[src/sv/skt_pkg.sv]
package skt_pkg;

  localparam int DEPTH  = 16;
  localparam int ADDR_W = $clog2(DEPTH);
  localparam int CNT_W  = $clog2(DEPTH + 1);
  localparam int KEY_W  = 32;

  localparam logic [1:0] OP_INSERT = 2'd0;
  localparam logic [1:0] OP_SEARCH = 2'd1;
  localparam logic [1:0] OP_REMOVE = 2'd2;

  localparam logic [1:0] ST_OK      = 2'd0;
  localparam logic [1:0] ST_MISSING = 2'd1;
  localparam logic [1:0] ST_FULL    = 2'd2;

  typedef enum logic [2:0] {
    S_IDLE,
    S_INS_WALK,
    S_INS_PUT,
    S_SCAN,
    S_SHIFT,
    S_DONE
  } state_t;

endpackage

[src/sv/sorted_key_table.sv]
// out_valid rises once any walk over the key memory is done; the walk reads
// one entry per cycle through the memory's single read port
// throughput: one word at a time; a new word is taken as soon as the previous
// result is handed to the output register, even while that result waits
// reset (rst, synchronous, active high) empties the table and drops any result;
// the key memory itself is not cleared, stale entries are never read
module sorted_key_table
  import skt_pkg::*;
(
  input  logic                    clk,
  input  logic                    rst,
  input  logic                    in_valid,
  output logic                    in_ready,
  input  logic [1:0]              opcode,
  input  logic signed [KEY_W-1:0] key,
  output logic                    out_valid,
  input  logic                    out_ready,
  output logic [1:0]              status,
  output logic [4:0]              entry_count,
  output logic                    is_empty
);

  logic signed [KEY_W-1:0] mem [DEPTH];
  logic signed [KEY_W-1:0] rdata;

  state_t state, state_next;

  logic [1:0]              op;
  logic signed [KEY_W-1:0] key_r;
  logic [CNT_W-1:0]        count, count_next;
  logic [1:0]              st, st_next;
  logic [ADDR_W-1:0]       ra, ra_next;

  logic                    we;
  logic [ADDR_W-1:0]       wa;
  logic signed [KEY_W-1:0] wd;
  logic [ADDR_W-1:0]       raddr;

  logic              accept;
  logic              out_free;
  logic [CNT_W-1:0]  last;
  logic              at_last;
  logic              below;

  assign accept   = in_valid && in_ready;
  assign out_free = !out_valid || out_ready;
  assign last     = CNT_W'(count - 1'b1);
  assign at_last  = CNT_W'(ra) == last;
  assign below    = rdata < key_r;
  assign in_ready = (state == S_IDLE);

  // next state
  always_comb begin
    state_next = state;
    case (state)
      S_IDLE: begin
        if (accept) begin
          case (opcode)
            OP_INSERT: begin
              if (count >= CNT_W'(DEPTH) || count == '0) state_next = S_DONE;
              else state_next = S_INS_WALK;
            end
            OP_SEARCH, OP_REMOVE: begin
              if (count == '0) state_next = S_DONE;
              else state_next = S_SCAN;
            end
            default: state_next = S_DONE;
          endcase
        end
      end
      S_INS_WALK: begin
        if (below) state_next = S_DONE;
        else if (ra == '0) state_next = S_INS_PUT;
      end
      S_INS_PUT: state_next = S_DONE;
      S_SCAN: begin
        if (below) begin
          if (at_last) state_next = S_DONE;
        end else if (rdata == key_r && op == OP_REMOVE && !at_last) begin
          state_next = S_SHIFT;
        end else begin
          state_next = S_DONE;
        end
      end
      S_SHIFT: begin
        if (at_last) state_next = S_DONE;
      end
      S_DONE: begin
        if (out_free) state_next = S_IDLE;
      end
      default: state_next = S_IDLE;
    endcase
  end

  // memory control and result bookkeeping
  always_comb begin
    we         = 1'b0;
    wa         = ra;
    wd         = rdata;
    raddr      = ra;
    ra_next    = ra;
    count_next = count;
    st_next    = st;
    case (state)
      S_IDLE: begin
        if (accept) begin
          st_next = ST_MISSING;
          case (opcode)
            OP_INSERT: begin
              if (count >= CNT_W'(DEPTH)) begin
                st_next = ST_FULL;
              end else if (count == '0) begin
                we         = 1'b1;
                wa         = '0;
                wd         = key;
                count_next = CNT_W'(1);
                st_next    = ST_OK;
              end else begin
                raddr   = ADDR_W'(last);
                ra_next = ADDR_W'(last);
              end
            end
            OP_SEARCH, OP_REMOVE: begin
              raddr   = '0;
              ra_next = '0;
            end
            default: ;
          endcase
        end
      end
      S_INS_WALK: begin
        // entries not below the key move up one place, walking down from the top
        we = 1'b1;
        wa = ADDR_W'(ra + 1'b1);
        if (below) begin
          wd         = key_r;
          count_next = CNT_W'(count + 1'b1);
          st_next    = ST_OK;
        end else begin
          raddr   = ADDR_W'(ra - 1'b1);
          ra_next = ADDR_W'(ra - 1'b1);
        end
      end
      S_INS_PUT: begin
        we         = 1'b1;
        wa         = '0;
        wd         = key_r;
        count_next = CNT_W'(count + 1'b1);
        st_next    = ST_OK;
      end
      S_SCAN: begin
        raddr   = ADDR_W'(ra + 1'b1);
        ra_next = ADDR_W'(ra + 1'b1);
        if (!below && rdata == key_r) begin
          st_next = ST_OK;
          if (op == OP_REMOVE && at_last) count_next = last;
        end
      end
      S_SHIFT: begin
        // close the gap: entry ra moves down to ra-1
        we      = 1'b1;
        wa      = ADDR_W'(ra - 1'b1);
        raddr   = ADDR_W'(ra + 1'b1);
        ra_next = ADDR_W'(ra + 1'b1);
        if (at_last) count_next = last;
      end
      default: ;
    endcase
  end

  always_ff @(posedge clk) begin
    if (we) mem[wa] <= wd;
    rdata <= mem[raddr];
  end

  always_ff @(posedge clk) begin
    if (rst) begin
      state <= S_IDLE;
      count <= '0;
    end else begin
      state <= state_next;
      count <= count_next;
    end
  end

  always_ff @(posedge clk) begin
    ra <= ra_next;
    st <= st_next;
    if (accept) begin
      op    <= opcode;
      key_r <= key;
    end
  end

  always_ff @(posedge clk) begin
    if (rst) begin
      out_valid <= 1'b0;
    end else if (state == S_DONE && out_free) begin
      out_valid <= 1'b1;
    end else if (out_ready) begin
      out_valid <= 1'b0;
    end
  end

  always_ff @(posedge clk) begin
    if (state == S_DONE && out_free) begin
      status      <= st;
      entry_count <= 5'(count);
      is_empty    <= (count == '0);
    end
  end

endmodule

[config.mk]
export PLATFORM = sky130hd
export DESIGN_NAME = sorted_key_table
export DESIGN_NICKNAME = d
export VERILOG_FILES = /design/src/sv/skt_pkg.sv /design/src/sv/sorted_key_table.sv
export SDC_FILE = /design/constraint.sdc
export NUM_CORES = 1
export LEC_CHECK = 0
export BUFFER_PORTS_ARGS = -buffer_cell sky130_fd_sc_hd__buf_2
export CORE_MARGIN = 3
export CORE_UTILIZATION = 50
export CTS_CLUSTER_DIAMETER = 60
export DETAILED_ROUTE_END_ITERATION = 7
export GPL_TIMING_DRIVEN = 0
export PLACE_DENSITY_LB_ADDON = 0.05
export SLEW_MARGIN = 20
export SYNTH_ARGS = -nofsm -noshare
export SYNTH_HDL_FRONTEND = slang
export SYNTH_SLANG_ARGS = --single-unit
[constraint.sdc]
create_clock -name clk -period 7.4 [get_ports clk]
set_input_delay 0.37 -clock clk [delete_from_list [all_inputs] [get_ports clk]]
set_output_delay 0.37 -clock clk [all_outputs]
set_load 0.01 [all_outputs]
# Yosys cells after proc, flatten, opt, wreduce, memory -nomap -nowiden

Memories as Yosys holds them, arrays and structs flattened. A register that Yosys moved wholly into a read port is not among the register bits.
Cells that the tools add are included.

Memories: 1
Bits in latches: 0
Memory bits (read-only): 0
Bits in registers: 57
Bits in writable memories: 512

Memories:

| memory | words | width | read ports | clocked after memory_dff | write ports | RTL line               | source |
|---|---|---|---|---|---|---|---|
| mem    | 16    | 32    | 1          | 1                        | 1           | sorted_key_table.sv:23 | `logic signed [KEY_W-1:0] mem [DEPTH];` |

Reduce and logical (&&, ||, !) cells: 24
Equality and inequality tests: 20
Bitwise logic cells: 0
Div/mod/pow operators: 0
Mux-type cells: 53
$mul: 0
Shift operators: 0
$lt $le $gt $ge: 2
$add $sub $neg: 4

Operators with widths:

| cell                                                                    | number |
|---|---|
| 32-bit 2-to-1 mux                                                       | 5 |
| 32-bit one-hot mux with 3 select lines                                  | 1 |
| 5-bit 2-to-1 mux                                                        | 8 |
| 32-bit == test                                                          | 1 |
| 32-bit less-than comparator                                             | 1 |
| 4-bit 2-to-1 mux                                                        | 8 |
| 5-bit one-hot mux with 5 select lines                                   | 1 |
| 3-bit 2-to-1 mux                                                        | 8 |
| 3-bit one-hot mux with 6 select lines                                   | 1 |
| 4-bit one-hot mux with 4 select lines                                   | 1 |
| 2-bit inequality test, second input constant                            | 6 |
| 4-bit one-hot mux with 3 select lines                                   | 1 |
| 1-bit 2-to-1 mux                                                        | 10 |
| 2-bit 2-to-1 mux                                                        | 5 |
| 9-bit AND reduction                                                     | 1 |
| 2-bit one-hot mux with 4 select lines                                   | 1 |
| 4-bit one-hot mux with 2 select lines                                   | 1 |
| 3-bit by 2-bit == test with 1-bit output, second input constant         | 2 |
| 3-bit == test, second input constant                                    | 2 |
| 1-bit logical AND                                                       | 6 |
| 2-bit by 1-bit inequality test with 1-bit output, second input constant | 3 |
| 3-bit one-hot mux with 2 select lines                                   | 1 |
| 5-bit by 1-bit adder with 5-bit output, second input constant           | 1 |
| 4-bit by 5-bit == test with 1-bit output                                | 1 |
| other kinds (22)                                                        | 27 |

# Logic depth before layout (Yosys ltp)

Depth after elaboration: 8
Gate-level depth with buffers: 16
Depth with buffers taken out: 12

# Least setup slack after synthesis

Ideal clock, no wire load.

Path type: reg2reg
Start point: register count[0]
End point: memory mem[0][0] (enable)
Setup slack: 2.145 ns
Setup time: 0.461 ns
Arrival: 4.794 ns
Required time: 6.939 ns
Cell stages (with the launch flop): 13
Clock period less this slack: 5.255 ns
Cell sequence: dfxtp_1 -> buf_2 -> inv_1 -> ha_1 -> nor3b_4 -> and2_1 -> and4_1 -> clkbuf_1 -> o31a_1 -> o22ai_1 -> a22o_1 -> or3_1 -> nor3_1

Word-level cells in the longest chain between the ends: 8
Elaborated cells between the ends (all ways): 14
Classes of those cells: 1 x order compare; 12 x mux; 1 x reduce/logical

Ends and longest elaborated chain:

| item                                                                                      | RTL line                | source |
|---|---|---|
| start, declared                                                                           | sorted_key_table.sv:30  | `logic [CNT_W-1:0] count, count_next;` |
| start signal, assigned                                                                    | sorted_key_table.sv:182 | `count <= count_next;` |
| parallel branches: the longest is 8 deep, another holds 5-bit greater-or-equal comparator | n/a                     |  |
| end, declared                                                                             | sorted_key_table.sv:23  |  |

Several ways; the timed one is not identified.

# Worst setup path in the final report

Start point: register key_r[14]
End point: register rdata[2] (read register of mem)

Word-level cells in the longest chain between the ends: 3

Ends and longest elaborated chain:

| item                                  | RTL line                | source |
|---|---|---|
| start, declared                       | sorted_key_table.sv:29  | `logic signed [KEY_W-1:0] key_r;` |
| start signal, assigned                | sorted_key_table.sv:191 | `key_r <= key;` |
| 32-bit less-than comparator           | sorted_key_table.sv:49  | `assign below = rdata < key_r;` |
| 4-bit 2-to-1 mux                      | n/a                     |  |
| 4-bit one-hot mux with 3 select lines | n/a                     |  |
| named net ra_next[1]                  | sorted_key_table.sv:32  | `logic [ADDR_W-1:0] ra, ra_next;` |
| end, declared                         | sorted_key_table.sv:24  | `logic signed [KEY_W-1:0] rdata;` |

The timed path passes the listed nets, and every way through them passes these cells.
A chain may end at the register's enable or synchronous reset.

==> impl_results.md <==
- First-pass GRT wire length: 120000 µm
- Clk slew on worst S/H paths: roughly 0.060 ns
- Initial antenna violation count: 1
- Number of flops mapped to enable cells by yosys: ~560
- Distinct cell type count of the synthesized netlist: 80
- Reg2Reg Setup Slack: 1.87 ns
- Max-slew violations: 0
- Async SR Flop Fraction: 0%
- GPL Wtd Cong: ~0.92
- Core footprint: 51800 µm²
- Worst slew margin relative to its limit: about a quarter
- Nets: about 2200
- Post-Syn Instances: around 1900
- Min-Delay Path Class: in2reg
- FF-to-FF Start: key_r[14]
- Iter 0 DRT Violations: 2183
- Vias per cell: between 6 and 7
- Clock root buffer: clkbuf_16
- Yosys synthesis warning count: 0
- Vias in the first global route: about 18000
- Most frequent cell after synthesis: edfxtp_1
- Die Area: 55800 µm²
- Chip height: approximately 240 µm
- CTS Buffer Depth: 3
- Final Non-Filler Cells: roughly 2800
- Seq/Total Area, Yosys: 66.4%
- Hold_sp: key[5]
- Post-synth design cell area: 26500 µm²
- Critical path class: reg2reg
- Startpoint Class: register
- FF-to-FF path depth: 13
- Critical path arrival: 5.95 ns
- Final period util: roughly 75%
- Unrepaired setup endpoints after global routing: no
- Most frequent cells after synthesis: edfxtp_1 (556), nand2_1 (196), nand4_1 (106), o31ai_1 (98), clkbuf_1 (93)
- Initial Util: around half
- H-tree depth: 3
- Num Clock Sinks: around 600
- Max FO, Critical Path: 10
- Final WL: roughly 83000 µm
- CP required: approximately 7.8 ns
- Grt ovf: 0
- Highest-delay cell along the critical path: nor2_2
- Hold Vio Cnt, Final: 0
- Status: complete, no violations
- Top Ports: 48
- FP Rows: 83
- Clk_lat worst skew: 0.60 ns
- Number of synthesized register bits: between 600 and 700
- Top_reg_cell synth: edfxtp_1
- Num CTS Buffers: 66
- PortBufs: 46
- Synthesis-to-finish area growth: 15.3%
- Cell count of the worst hold path: 1
- Cell area after layout: between 30000 and 40000 µm²
- MaxCap Viol Count: 0
- Die width: around 240 µm
- Area after DPL: around 28000 µm²
- CP Cell Sequence: inv_1 > ha_1 > nand4_1 > nor4_2 > o21ai_1 > a31oi_4 > o31ai_1 > nor2_2 > inv_1 > o211ai_1 > clkbuf_1 > o22a_1 > o211ai_1
- Pre-antenna DRT Iters: 7
- CTS tree: yes
- WHS Endpoint: key_r[5]
- Worst-Margin Slew: ~1.1 ns
- Worst hold slack: approximately 0.032 ns
- Area share of the largest cell type after synthesis: between 60% and 70%
- Crit end category: register
- Largest cells by area after synthesis: edfxtp_1 (63%), dfxtp_1 (3.4%), nand2_1 (2.8%), o31ai_1 (2.8%), nand4_1 (2.5%)
- Routed Antenna Nets: 0
- Via count: about 18000
- Mean area per synthesized cell: between 10 and 15 µm²
- Capturing point of the worst reg2reg path: rdata[2]
- Clk_skew: 0.0255 ns
- # placed instances: about 2700
- Largest net degree at the start of global routing: 24
- DP HPWL: between 50000 and 60000 µm
- GRT Overall Usage: ~29%
- Highest Clock Rate: ~0.18 GHz
- Share of cells above drive strength 1: between 15 and 20%
- Mapped Nets: 1982
- Largest stage delay, worst path: slightly below 0.8 ns
- Final setup fails: 0
- Wire length per cell: 29.4 µm
- DR DRC count: 0
- Tmin final: ~5.5 ns
- Area leader, netlist: edfxtp_1
-- flip-flops by register name, summed over array words and instances, names as in the netlist --
signal       flops
mem            512
key_r           32
rdata           32
count            5
entry_count      5
ra               4
state            3
op               2
st               2
status           2
is_empty         1
out_valid        1
-- cells in the final DEF, fill, tap and decap left out, types with 13 or more instances in the layout --
cell           instances
nand3_1               13
a2111oi_2             30
dfxtp_1               45
a21oi_1               69
o31ai_1               98
a32o_1                31
buf_1                 14
mux2i_1               66
mux2_4                19
nand4_1              106
clkbuf_16             66
nor2_1                34
dlygate4sd3_1         32
buf_2                 94
a221oi_1              68
ha_1                  38
o22a_1                35
a22oi_1               33
edfxtp_1             556
nand2_1              196
inv_1                 49
a2111oi_0             34
o211ai_1              34
clkinv_2              13
buf_4                 26
clkbuf_1             114
o21ai_0               24
-- per-stage QoR --
step | util (%) | setup TNS, ns | setup WS, ns
3_5_place_dp | 54.5 | 0 | 1.94
3_3_place_gp | 53.2 | -79.05 | -0.820
2_1_floorplan | - | 0 | 2.15
5_1_grt | 59.0 | 0 | 1.66
4_1_cts | 58.9 | 0 | 1.92
6_report | 59.0 | 0 | 1.87
-- worst max-delay path by stage --
stage / startpoint / end / slack [ns]
after floorplan: count[0] / mem[0][0] / 2.15
after global placement: count[0] / mem[3][7] / -0.82
after detailed placement: key_r[5] / mem[14][16] / 1.94
after CTS: key_r[5] / mem[10][16] / 1.92
after global routing: key_r[14] / rdata[2] / 1.66
final: key_r[14] / rdata[2] / 1.87
-- per-layer routing --
layer / track usage [%] / share of wire, %
met5: 0 / 0
met4: 10.5 / 3.6
met2: 46.8 / 47
met3: 6.49 / 8.5
met1: 39.9 / 41
-- worst max-delay path, delay by kind of cell (launching register included) --
kind,cells,cell delay (ns)
simple gates,3,1.85
compound gates,6,1.66
buf+inv,3,1.11
flops,1,0.37
fa+ha+maj,1,0.33
-- logic make-up (layout without fill, tap and decap cells) --
kind of cell	Yosys count	count (layout)	share of synthesized area, %
compound gates	522	522	16.2
other cells	0	1	0
mux	98	98	4.12
buf+inv	220	450	3.51
simple gates	419	419	7.74
fa+ha+maj	38	38	1.79
flops	601	601	66.4
xor+xnor	8	8	0.264
-- what timing repair did --
action | CTS | global route
hold buffers | 32 | 0
hold endpoints to repair | 32 | 0
setup buffers | 0 | 0
resized for setup | 0 | 0
-- area by class of cell --
cell class | instances | area, µm²
diodes | 1 | 2.50
plain buffers | 167 | 732
clock buffers | 89 | 1760
clock inverters | 27 | 230
fillers | 4065 | 21300
inverters | 53 | 199
multi-input cells | 1085 | 8080
flip-flops and latches | 601 | 17600
well taps | 680 | 851
repair buffers | 114 | 1100
Power is not shown: default switching activity piles up to over one toggle a cycle in this logic, so the estimate is an artifact.
